[config.mk]
export PLATFORM = sky130hd
export DESIGN_NAME = hbridge_drive_with_current_estimate
export DESIGN_NICKNAME = d
export VERILOG_FILES = /design/src/hbdrv_pkg.sv /design/src/hbridge_drive_with_current_estimate.sv
export SDC_FILE = /design/constraint.sdc
export NUM_CORES = 2
export LEC_CHECK = 0
export ABC_AREA = 1
export BUFFER_PORTS_ARGS = -buffer_cell sky130_fd_sc_hd__buf_2
export CAP_MARGIN = 20
export CORE_ASPECT_RATIO = 1.5
export CORE_MARGIN = 5
export CORE_UTILIZATION = 65
export CTS_CLUSTER_DIAMETER = 40
export DETAILED_ROUTE_END_ITERATION = 8
export PLACE_DENSITY = 0.89
export SLEW_MARGIN = 20
export SYNTH_ARGS = -nofsm -noshare
export SYNTH_HDL_FRONTEND = slang
export SYNTH_SLANG_ARGS = --single-unit
export TNS_END_PERCENT = 20
[constraint.sdc]
create_clock -name clk -period 10.9 [get_ports clk]
set_input_delay 1.09 -clock clk [delete_from_list [all_inputs] [get_ports clk]]
set_output_delay 1.09 -clock clk [all_outputs]
set_load 0.02 [all_outputs]
[src/hbdrv_pkg.sv]
`default_nettype none

package hbdrv_pkg;

  localparam int unsigned CFG_AW = 5;

  typedef enum logic [2:0] {
    CFG_PWM_PERIOD   = 3'd0,
    CFG_USE_SENSOR   = 3'd1,
    CFG_ADC_SCALE    = 3'd2,
    CFG_RESISTANCE   = 3'd3,
    CFG_BEMF_GAIN    = 3'd4,
    CFG_FILTER_ALPHA = 3'd5,
    CFG_TORQUE_CONST = 3'd6,
    CFG_INVERT_DIR   = 3'd7
  } cfg_idx_t;

  localparam logic [1:0] CMD_DRIVE   = 2'd0;
  localparam logic [1:0] CMD_BRAKE   = 2'd1;
  localparam logic [1:0] CMD_NEUTRAL = 2'd2;

  typedef enum logic [1:0] {
    MODE_NEUTRAL = 2'd0,
    MODE_FORWARD = 2'd1,
    MODE_REVERSE = 2'd2,
    MODE_BRAKE   = 2'd3
  } drive_mode_t;

  typedef enum logic [1:0] {
    LEG_LOW  = 2'd0,
    LEG_HIGH = 2'd1,
    LEG_HIZ  = 2'd2
  } leg_t;

  localparam logic [14:0] DEADBAND      = 15'd328;
  localparam logic [15:0] DUTY_NEG_FULL = 16'h8000;
  localparam logic [15:0] DUTY_NEG_CLIP = 16'h8001;
  localparam logic [16:0] ALPHA_ONE     = 17'h10000;
  localparam logic [15:0] PERIOD_RESET  = 16'hFFFF;
  localparam logic [31:0] SAT_POS       = 32'h7FFF_FFFF;
  localparam logic [31:0] SAT_NEG       = 32'h8000_0000;

endpackage

`default_nettype wire

[src/hbridge_drive_with_current_estimate.sv]
`default_nettype none

// H-bridge drive with motor current estimate. Each transfer on the input channel
// carries one command and yields exactly one result transfer with the drive mode,
// both leg settings, the PWM compare count and the reported effort. All products
// come from one shared 32x32 multiplier and the quotient from a radix-2 restoring
// divider under a one-hot sequencer, and the block takes no new transfer until the
// current command has been handed to the output register. Brake, coast and
// near-zero duty commands go from decode straight to output; a drive command whose
// current estimate is skipped first passes the compare multiply; the sensor and
// back-EMF paths add estimate, filter and effort steps, the back-EMF path also 32
// divider steps unless the quotient saturates. A stalled output register holds the
// command until it can be loaded. Configuration is written over an APB-style port
// whose pready is always high; registers sit at byte address 4 times their index.
module hbridge_drive_with_current_estimate #(
  parameter int unsigned ADC_BITS = 10
) (
  input  wire logic                        clk,
  input  wire logic                        rst_n,

  input  wire logic                        in_valid,
  output logic                             in_stall,
  input  wire logic [1:0]                  in_cmd,
  input  wire logic signed [15:0]          in_duty,
  input  wire logic [ADC_BITS-1:0]         in_adc_sample,
  input  wire logic signed [31:0]          in_shaft_velocity,
  input  wire logic [23:0]                 in_supply_voltage,

  output logic                             out_valid,
  input  wire logic                        out_stall,
  output logic [1:0]                       out_drive_mode,
  output logic [1:0]                       out_leg_a_drive,
  output logic [1:0]                       out_leg_b_drive,
  output logic [15:0]                      out_compare_value,
  output logic signed [31:0]               out_effort,

  input  wire logic                        psel,
  input  wire logic                        penable,
  input  wire logic                        pwrite,
  input  wire logic [hbdrv_pkg::CFG_AW-1:0] paddr,
  input  wire logic [31:0]                 pwdata,
  output logic [31:0]                      prdata,
  output logic                             pready
);

  import hbdrv_pkg::*;

  typedef enum logic [19:0] {
    ST_IDLE  = 20'h00001,
    ST_DEC   = 20'h00002,
    ST_CMP   = 20'h00004,
    ST_SEL   = 20'h00008,
    ST_SENS  = 20'h00010,
    ST_SENS2 = 20'h00020,
    ST_VM    = 20'h00040,
    ST_BE    = 20'h00080,
    ST_NUM   = 20'h00100,
    ST_MAG   = 20'h00200,
    ST_DCHK  = 20'h00400,
    ST_DIV   = 20'h00800,
    ST_DEND  = 20'h01000,
    ST_F1    = 20'h02000,
    ST_F2    = 20'h04000,
    ST_F3    = 20'h08000,
    ST_F4    = 20'h10000,
    ST_EFF   = 20'h20000,
    ST_EFF2  = 20'h40000,
    ST_OUT   = 20'h80000
  } state_t;

  // Configuration registers.
  logic [15:0]   period_r;
  logic          use_sens_r;
  logic [23:0]   adc_scale_r;
  logic [23:0]   res_r;
  logic [23:0]   bemf_r;
  logic [16:0]   alpha_r;
  logic [23:0]   tq_r;
  logic          inv_r;

  logic          cfg_wr;
  cfg_idx_t      cfg_idx;

  // Sequencer and architectural state.
  state_t        state_r, state_nxt;
  drive_mode_t   mode_r, mode_nxt;
  logic [31:0]   effort_r, effort_nxt;
  logic [31:0]   fmag_r, fmag_nxt;
  logic          fneg_r, fneg_nxt;

  // Captured command.
  logic [1:0]          cmd_r, cmd_nxt;
  logic signed [15:0]  duty_r, duty_nxt;
  logic [14:0]         ad_r, ad_nxt;
  logic [ADC_BITS-1:0] adc_r, adc_nxt;
  logic [31:0]         omag_r, omag_nxt;
  logic                oneg_r, oneg_nxt;
  logic [23:0]         supply_r, supply_nxt;

  // Datapath working registers.
  logic [63:0]         prod_r;
  logic [31:0]         mul_a, mul_b;
  logic [15:0]         cmpv_r, cmpv_nxt;
  logic [23:0]         vm_r, vm_nxt;
  logic signed [41:0]  num_r, num_nxt;
  logic [40:0]         nmag_r, nmag_nxt;
  logic                nneg_r, nneg_nxt;
  logic [23:0]         rem_r, rem_nxt;
  logic [31:0]         dq_r, dq_nxt;
  logic [4:0]          cnt_r, cnt_nxt;
  logic [31:0]         imag_r, imag_nxt;
  logic                ineg_r, ineg_nxt;
  logic signed [50:0]  acc_r, acc_nxt;

  // Output register.
  logic          out_valid_r, out_valid_nxt;
  logic [1:0]    out_mode_r;
  logic [1:0]    out_leg_a_r;
  logic [1:0]    out_leg_b_r;
  logic [15:0]   out_cmp_r;
  logic [31:0]   out_eff_r;
  logic          out_load;

  // Combinational helpers.
  logic signed [15:0]  duty_clip;
  logic [15:0]         duty_neg;
  logic [31:0]         omega_neg;
  logic [16:0]         a_eff;
  logic [16:0]         a_cmp;
  logic signed [41:0]  vm_s;
  logic [39:0]         be_mag;
  logic signed [41:0]  be_s;
  logic signed [41:0]  num_s;
  logic signed [41:0]  num_neg;
  logic [24:0]         div_hi;
  logic [24:0]         trial;
  logic                trial_ge;
  logic [24:0]         trial_sub;
  logic signed [50:0]  p49_s;
  logic signed [50:0]  p49_n;
  logic signed [50:0]  acc_neg;
  logic [49:0]         acc_mag;
  logic [33:0]         acc_sh;
  logic [39:0]         eff_mag;
  logic [31:0]         eff_neg;
  logic                a_hiz;
  logic [1:0]          leg_a, leg_b;
  logic [15:0]         cmp_out;

  assign pready  = 1'b1;
  assign cfg_wr  = psel & penable & pwrite;
  assign cfg_idx = cfg_idx_t'(paddr[CFG_AW-1:2]);

  always_ff @(posedge clk) begin
    if (!rst_n) begin
      period_r    <= PERIOD_RESET;
      use_sens_r  <= 1'b0;
      adc_scale_r <= '0;
      res_r       <= '0;
      bemf_r      <= '0;
      alpha_r     <= ALPHA_ONE;
      tq_r        <= '0;
      inv_r       <= 1'b0;
    end else if (cfg_wr) begin
      unique case (cfg_idx)
        CFG_PWM_PERIOD:   period_r    <= pwdata[15:0];
        CFG_USE_SENSOR:   use_sens_r  <= pwdata[0];
        CFG_ADC_SCALE:    adc_scale_r <= pwdata[23:0];
        CFG_RESISTANCE:   res_r       <= pwdata[23:0];
        CFG_BEMF_GAIN:    bemf_r      <= pwdata[23:0];
        CFG_FILTER_ALPHA: alpha_r     <= pwdata[16:0];
        CFG_TORQUE_CONST: tq_r        <= pwdata[23:0];
        CFG_INVERT_DIR:   inv_r       <= pwdata[0];
      endcase
    end
  end

  always_comb begin
    unique case (cfg_idx)
      CFG_PWM_PERIOD:   prdata = {16'd0, period_r};
      CFG_USE_SENSOR:   prdata = {31'd0, use_sens_r};
      CFG_ADC_SCALE:    prdata = {8'd0, adc_scale_r};
      CFG_RESISTANCE:   prdata = {8'd0, res_r};
      CFG_BEMF_GAIN:    prdata = {8'd0, bemf_r};
      CFG_FILTER_ALPHA: prdata = {15'd0, alpha_r};
      CFG_TORQUE_CONST: prdata = {8'd0, tq_r};
      CFG_INVERT_DIR:   prdata = {31'd0, inv_r};
    endcase
  end

  assign duty_clip = (in_duty == DUTY_NEG_FULL) ? DUTY_NEG_CLIP : in_duty;
  assign duty_neg  = 16'd0 - duty_clip;
  assign omega_neg = 32'd0 - in_shaft_velocity;

  assign a_eff = alpha_r[16] ? ALPHA_ONE : alpha_r;
  assign a_cmp = ALPHA_ONE - a_eff;

  assign vm_s    = duty_r[15] ? -$signed({18'd0, vm_r}) : $signed({18'd0, vm_r});
  assign be_mag  = prod_r[55:16];
  assign be_s    = oneg_r ? -$signed({2'd0, be_mag}) : $signed({2'd0, be_mag});
  assign num_s   = vm_s - be_s;
  assign num_neg = -num_r;

  assign div_hi    = nmag_r[40:16];
  assign trial     = {rem_r, dq_r[31]};
  assign trial_ge  = trial >= {1'b0, res_r};
  assign trial_sub = trial - {1'b0, res_r};

  assign p49_s   = $signed({2'd0, prod_r[48:0]});
  assign p49_n   = -p49_s;
  assign acc_neg = -acc_r;
  assign acc_mag = acc_r[50] ? acc_neg[49:0] : acc_r[49:0];
  assign acc_sh  = acc_mag[49:16];

  assign eff_mag = prod_r[55:16];
  assign eff_neg = 32'd0 - eff_mag[31:0];

  // Shared multiplier operand selection.
  always_comb begin
    unique case (state_r)
      ST_CMP: begin
        mul_a = {17'd0, ad_r};
        mul_b = {16'd0, period_r};
      end
      ST_SENS: begin
        mul_a = {{(32-ADC_BITS){1'b0}}, adc_r};
        mul_b = {8'd0, adc_scale_r};
      end
      ST_VM: begin
        mul_a = {17'd0, ad_r};
        mul_b = {8'd0, supply_r};
      end
      ST_BE: begin
        mul_a = {8'd0, bemf_r};
        mul_b = omag_r;
      end
      ST_F1: begin
        mul_a = {15'd0, a_eff};
        mul_b = imag_r;
      end
      ST_F2: begin
        mul_a = {15'd0, a_cmp};
        mul_b = fmag_r;
      end
      ST_EFF: begin
        mul_a = fmag_r;
        mul_b = {8'd0, tq_r};
      end
      default: begin
        mul_a = '0;
        mul_b = '0;
      end
    endcase
  end

  assign a_hiz = (mode_r == MODE_FORWARD) ^ inv_r;

  always_comb begin
    unique case (mode_r)
      MODE_BRAKE: begin
        leg_a   = LEG_HIGH;
        leg_b   = LEG_HIGH;
        cmp_out = period_r;
      end
      MODE_FORWARD, MODE_REVERSE: begin
        leg_a   = a_hiz ? LEG_HIZ : LEG_LOW;
        leg_b   = a_hiz ? LEG_LOW : LEG_HIZ;
        cmp_out = cmpv_r;
      end
      default: begin
        leg_a   = LEG_LOW;
        leg_b   = LEG_LOW;
        cmp_out = 16'd0;
      end
    endcase
  end

  always_comb begin
    state_nxt  = state_r;
    mode_nxt   = mode_r;
    effort_nxt = effort_r;
    fmag_nxt   = fmag_r;
    fneg_nxt   = fneg_r;
    cmd_nxt    = cmd_r;
    duty_nxt   = duty_r;
    ad_nxt     = ad_r;
    adc_nxt    = adc_r;
    omag_nxt   = omag_r;
    oneg_nxt   = oneg_r;
    supply_nxt = supply_r;
    cmpv_nxt   = cmpv_r;
    vm_nxt     = vm_r;
    num_nxt    = num_r;
    nmag_nxt   = nmag_r;
    nneg_nxt   = nneg_r;
    rem_nxt    = rem_r;
    dq_nxt     = dq_r;
    cnt_nxt    = cnt_r;
    imag_nxt   = imag_r;
    ineg_nxt   = ineg_r;
    acc_nxt    = acc_r;
    out_load   = 1'b0;

    unique case (state_r)
      ST_IDLE: begin
        if (in_valid) begin
          cmd_nxt    = in_cmd;
          duty_nxt   = duty_clip;
          ad_nxt     = duty_clip[15] ? duty_neg[14:0] : duty_clip[14:0];
          adc_nxt    = in_adc_sample;
          omag_nxt   = in_shaft_velocity[31] ? omega_neg : in_shaft_velocity;
          oneg_nxt   = in_shaft_velocity[31];
          supply_nxt = in_supply_voltage;
          state_nxt  = ST_DEC;
        end
      end
      ST_DEC: begin
        unique case (cmd_r)
          CMD_DRIVE: begin
            effort_nxt = {{15{duty_r[15]}}, duty_r, 1'b0};
            if (ad_r < DEADBAND) begin
              mode_nxt  = MODE_BRAKE;
              state_nxt = ST_OUT;
            end else begin
              mode_nxt  = duty_r[15] ? MODE_REVERSE : MODE_FORWARD;
              state_nxt = ST_CMP;
            end
          end
          CMD_BRAKE: begin
            effort_nxt = '0;
            fmag_nxt   = '0;
            fneg_nxt   = 1'b0;
            mode_nxt   = MODE_BRAKE;
            state_nxt  = ST_OUT;
          end
          default: begin
            fmag_nxt  = '0;
            fneg_nxt  = 1'b0;
            mode_nxt  = MODE_NEUTRAL;
            state_nxt = ST_OUT;
          end
        endcase
      end
      ST_CMP: state_nxt = ST_SEL;
      ST_SEL: begin
        cmpv_nxt = prod_r[30:15];
        if (use_sens_r && (adc_scale_r != 24'd0)) begin
          state_nxt = ST_SENS;
        end else if ((res_r != 24'd0) && (supply_r != 24'd0)) begin
          state_nxt = ST_VM;
        end else begin
          state_nxt = ST_OUT;
        end
      end
      ST_SENS: state_nxt = ST_SENS2;
      ST_SENS2: begin
        imag_nxt  = (prod_r[63:31] != 33'd0) ? SAT_POS : prod_r[31:0];
        ineg_nxt  = duty_r[15];
        state_nxt = ST_F1;
      end
      ST_VM: state_nxt = ST_BE;
      ST_BE: begin
        vm_nxt    = prod_r[38:15];
        state_nxt = ST_NUM;
      end
      ST_NUM: begin
        num_nxt   = num_s;
        state_nxt = ST_MAG;
      end
      ST_MAG: begin
        nmag_nxt  = num_r[41] ? num_neg[40:0] : num_r[40:0];
        nneg_nxt  = num_r[41];
        state_nxt = ST_DCHK;
      end
      ST_DCHK: begin
        if (div_hi >= {1'b0, res_r}) begin
          imag_nxt  = nneg_r ? SAT_NEG : SAT_POS;
          ineg_nxt  = nneg_r;
          state_nxt = ST_F1;
        end else begin
          rem_nxt   = div_hi[23:0];
          dq_nxt    = {nmag_r[15:0], 16'd0};
          cnt_nxt   = '1;
          state_nxt = ST_DIV;
        end
      end
      ST_DIV: begin
        rem_nxt = trial_ge ? trial_sub[23:0] : trial[23:0];
        dq_nxt  = {dq_r[30:0], trial_ge};
        cnt_nxt = cnt_r - 5'd1;
        if (cnt_r == 5'd0) begin
          state_nxt = ST_DEND;
        end
      end
      ST_DEND: begin
        if (nneg_r) begin
          imag_nxt = (dq_r > SAT_NEG) ? SAT_NEG : dq_r;
        end else begin
          imag_nxt = (dq_r > SAT_POS) ? SAT_POS : dq_r;
        end
        ineg_nxt  = nneg_r;
        state_nxt = ST_F1;
      end
      ST_F1: state_nxt = ST_F2;
      ST_F2: begin
        acc_nxt   = ineg_r ? p49_n : p49_s;
        state_nxt = ST_F3;
      end
      ST_F3: begin
        acc_nxt   = acc_r + (fneg_r ? p49_n : p49_s);
        state_nxt = ST_F4;
      end
      ST_F4: begin
        fneg_nxt = acc_r[50];
        if (acc_r[50]) begin
          fmag_nxt = (acc_sh > {2'd0, SAT_NEG}) ? SAT_NEG : acc_sh[31:0];
        end else begin
          fmag_nxt = (acc_sh > {2'd0, SAT_POS}) ? SAT_POS : acc_sh[31:0];
        end
        state_nxt = ST_EFF;
      end
      ST_EFF: state_nxt = ST_EFF2;
      ST_EFF2: begin
        if (fneg_r) begin
          effort_nxt = (eff_mag > {8'd0, SAT_NEG}) ? SAT_NEG : eff_neg;
        end else begin
          effort_nxt = (eff_mag > {8'd0, SAT_POS}) ? SAT_POS : eff_mag[31:0];
        end
        state_nxt = ST_OUT;
      end
      ST_OUT: begin
        if (!out_valid_r || !out_stall) begin
          out_load  = 1'b1;
          state_nxt = ST_IDLE;
        end
      end
      default: state_nxt = ST_IDLE;
    endcase
  end

  assign out_valid_nxt = out_load | (out_valid_r & out_stall);

  always_ff @(posedge clk) begin
    if (!rst_n) begin
      state_r     <= ST_IDLE;
      mode_r      <= MODE_NEUTRAL;
      effort_r    <= '0;
      fmag_r      <= '0;
      fneg_r      <= 1'b0;
      out_valid_r <= 1'b0;
    end else begin
      state_r     <= state_nxt;
      mode_r      <= mode_nxt;
      effort_r    <= effort_nxt;
      fmag_r      <= fmag_nxt;
      fneg_r      <= fneg_nxt;
      out_valid_r <= out_valid_nxt;
    end
  end

  always_ff @(posedge clk) begin
    prod_r   <= mul_a * mul_b;
    cmd_r    <= cmd_nxt;
    duty_r   <= duty_nxt;
    ad_r     <= ad_nxt;
    adc_r    <= adc_nxt;
    omag_r   <= omag_nxt;
    oneg_r   <= oneg_nxt;
    supply_r <= supply_nxt;
    cmpv_r   <= cmpv_nxt;
    vm_r     <= vm_nxt;
    num_r    <= num_nxt;
    nmag_r   <= nmag_nxt;
    nneg_r   <= nneg_nxt;
    rem_r    <= rem_nxt;
    dq_r     <= dq_nxt;
    cnt_r    <= cnt_nxt;
    imag_r   <= imag_nxt;
    ineg_r   <= ineg_nxt;
    acc_r    <= acc_nxt;
    if (out_load) begin
      out_mode_r  <= mode_r;
      out_leg_a_r <= leg_a;
      out_leg_b_r <= leg_b;
      out_cmp_r   <= cmp_out;
      out_eff_r   <= effort_r;
    end
  end

  assign in_stall          = (state_r != ST_IDLE);
  assign out_valid         = out_valid_r;
  assign out_drive_mode    = out_mode_r;
  assign out_leg_a_drive   = out_leg_a_r;
  assign out_leg_b_drive   = out_leg_b_r;
  assign out_compare_value = out_cmp_r;
  assign out_effort        = out_eff_r;

endmodule

`default_nettype wire

==> impl_metrics.py <==
metrics = {
    "outcome": {
        "status": "finished, violations left",
        "violations": "DRC",
    },
    "sta": {
        "fin_crit_sh": 0.969,
        "setup_viol": 0,
        "fin_crit_ns": 10.56,
        "slew_viol_final": 0,
        "maxSlewHeadroom": 0.115,
        "whs_ns": 0.440,
        "fmax_ghz": 0.0947,
        "skew_ns": 0.102,
        "worst_pin_slew_ns": 1.32,
        "hold_violations": 0,
        "setup_slack_ns": 0.343,
        "fin_tns_setup_ns": 0,
        "grt_setup_unrepaired": "false",
    },
    "worst_setup_path": {
        "cpMaxStageDelayCell": "nor3_2",
        "reg2reg_setup_slack_ns": 0.34,
        "critPathMaxStageDelay_ns": 0.78,
        "cp.required_ns": 11.45,
        "worstPathMaxFanout": 20,
        "critPathKind": "register to register",
        "cp_data_arrival_time_ns": 11.10,
        "crit_path_end_kind": "register",
        "startpoint_type": "register",
        "path_delay_family": "adder cells",
        "crit_buf_inv": 11,
    },
    "placement": {
        "place_area_um2": 79000,
        "place_hpwl_um": 221000,
        "pre_cts_ws_ns": 0.872,
        "place.gp.congestion": 1.09,
        "port_buffers": 197,
    },
    "logic_synthesis": {
        "avgSynthCellArea_um2": 7.90,
        "async_flop_share": 0,
        "synth-edff-count": 421,
        "ys_types": 78,
        "seq_area_frac_synth": 0.240,
        "ys_warn_count": 0,
        "synth_area_um2": 76100,
        "ys_seq_elements": 704,
        "ys.flop_type": "edfxtp_1",
        "synthCells": 9640,
    },
    "routing": {
        "drc": 7,
        "detail_route.wl_per_cell_um": 24.5,
        "first_pass_iters": 9,
        "drt_iter0_markers": 8468,
        "routed_wirelength_um": 280000,
        "antenna_left": 0,
        "avgViaCountPerCell": 6.18,
        "via_count": 70700,
    },
    "clock_tree": {
        "clk_pin_slew_ns": 0.06,
        "htreeDepth": 3,
        "cts-buffers-inserted": 96,
        "cts_resized": 0,
        "root_buffer": "clkbuf_16",
        "cts_tree": "built",
        "clock-sinks": 704,
        "cts.path.max_buffers": 3,
        "cts_setup_buffers": 0,
        "cts-hold-fix-buffers": 0,
        "clk_latency_ns": 0.74,
    },
    "final_layout": {
        "synthToLayoutAreaGrowth_pct": 8.30,
        "nets": 11200,
        "design_area_um2": 82500,
        "drive_above_1_share": 0.0702,
        "finish.utilization": 0.710,
    },
    "die": {
        "die_h_um": 429,
        "ios": 217,
        "core_um2": 116000,
        "fp-row-count": 153,
        "die_x_um": 289,
        "die_area_um2": 124000,
        "start_util": 0.655,
    },
    "run": {
        "max_cap_violations": 0,
    },
    "grt": {
        "antenna_found_initial": 22,
        "grt_pass1_vias": 71700,
        "grt_pass1_wl_um": 420000,
        "overflow": 0,
        "grt_max_degree": 123,
        "grt_usage": 0.449,
    },
    "power_and_ir_drop": {
        "cellPowerDensity_nw_per_um2": 97.1,
        "peakVddDrop_mv": 0.204,
        "p_leak_nw": 41.0,
    },
    "hold_path": {
        "worstHoldPathType": "register to register",
    },
}
## cell families (layout without fill, tap and decap cells)
| kind of cell | Yosys count | in the layout | share of synthesized area |
|---|---|---|---|
| compound gates | 1630 | 1630 | 0.123 |
| xor+xnor | 295 | 295 | 0.0341 |
| fa+ha+maj | 1313 | 1313 | 0.304 |
| buf+inv | 2424 | 2585 | 0.124 |
| flops | 704 | 704 | 0.240 |
| mux | 1 | 1 | 0.000131 |
| other cells | 2 | 93 | 0.0000986 |
| simple gates | 3271 | 3271 | 0.174 |
## registers in the layout (all words and copies together), names as in the netlist, 32 cells and up
register	count
prod_r	64
acc_r	51
num_r	42
nmag_r	41
dq_r	32
effort_r	32
fmag_r	32
imag_r	32
omag_r	32
out_effort	32
## power breakdown
| part | switching [mW] | internal [mW] | total (mW) |
|---|---|---|---|
| clock | 1.41 | 1.85 | 3.26 |
| sequential | 0.121 | 2.97 | 3.10 |
| combinational | 1.10 | 0.543 | 1.65 |
## worst register-to-register path: cells and delay by family (launching register included)
family | cells | cell delay, ns
DFF | 1 | 0.38
xor gates and xnor gates | 1 | 0.44
buffers and inverters | 11 | 2.13
and+or+nand+nor | 8 | 1.74
AOI/OAI and AO/OA | 5 | 1.03
adders and majority gates | 9 | 4.66
## cell usage in the layout (no fill, tap or decap), types with 11 or more instances in the layout
cell type / instances
nor2_2: 18
nand4_1: 71
ha_1: 414
nor2_1: 920
o21a_1: 23
nor3_1: 96
o21ai_1: 39
a22o_1: 13
a22oi_1: 22
o31ai_1: 13
a21boi_0: 12
inv_8: 13
clkinv_1: 13
o22ai_1: 33
xnor2_1: 87
dfxtp_1: 282
nand3_1: 176
inv_2: 42
nor4_1: 50
o221ai_1: 14
buf_4: 169
edfxtp_1: 421
inv_6: 13
o21bai_1: 15
o211ai_1: 81
a21oi_1: 587
a21o_1: 16
clkinv_2: 11
fa_1: 899
clkbuf_16: 97
xor2_1: 205
a221oi_1: 46
or2_2: 22
a31oi_1: 102
conb_1: 73
buf_2: 196
diode_2: 20
o21ai_0: 556
nand2_1: 1859
inv_1: 1984
## cell usage after synthesis (10+ instances only)
library cell	instances	share of area
inv_1	1986	0.098
nand2_1	1861	0.092
nor2_1	925	0.046
fa_1	899	0.24
a21oi_1	588	0.039
o21ai_0	557	0.037
edfxtp_1	421	0.17
ha_1	414	0.068
dfxtp_1	283	0.074
xor2_1	206	0.024
clkbuf_1	200	0.0099
nand3_1	176	0.012
buf_2	154	0.010
a31oi_1	102	0.0084
nor3_1	98	0.0064
xnor2_1	88	0.010
o211ai_1	81	0.0080
nand4_1	71	0.0058
nor4_1	52	0.0043
a221oi_1	46	0.0053
inv_2	41	0.0020
o21ai_1	39	0.0026
o22ai_1	38	0.0031
buf_4	23	0.0023
o21a_1	23	0.0023
a22oi_1	22	0.0022
or2_2	22	0.0018
nor2_2	17	0.0014
a21o_1	16	0.0016
o21bai_1	16	0.0016
o221ai_1	14	0.0016
a22o_1	13	0.0015
o31ai_1	13	0.0013
a21boi_0	12	0.0012
nand3b_1	10	0.00099
## final timing paths
kind,startpoint,endpoint,depth (start not counted)
worst max-delay path,state_r[8],prod_r[39],34
worst min-delay path,effort_r[16],out_effort[16],0
worst max register to register,state_r[8],prod_r[39],34
worst min register to register,effort_r[16],out_effort[16],0
## metal layers
metal / global-route usage / vias to the layer above / wire (um)
met2: 0.678 / 5198 / 123000
met1: 0.517 / 33300 / 90000
met3: 0.126 / 1712 / 34100
met4: 0.402 / 14 / 33400
li1: - / 30500 / -
met5: 0 / - / 89
## per-stage QoR
| stage | instances | power, mW |
|---|---|---|
| after global routing | 11400 | 8.28 |
| final | 11400 | 8.01 |
| after CTS | 11400 | 7.81 |
| after detailed placement | 11200 | 4.58 |
| after global placement | 11200 | 4.56 |
| after floorplan | 9711 | 4.12 |
## final cells by class
class                   instances  area, um^2
diodes                         20        50.0
inverters                    2034        7630
well taps                    1550        1940
flip-flops and latches        704       18300
clock inverters                71         827
fillers                      8967       33700
clock buffers                 111        2520
multi-input cells            6583       48900
repair buffers                369        2320
No activity file was read; power rests on OpenSTA's default activity.
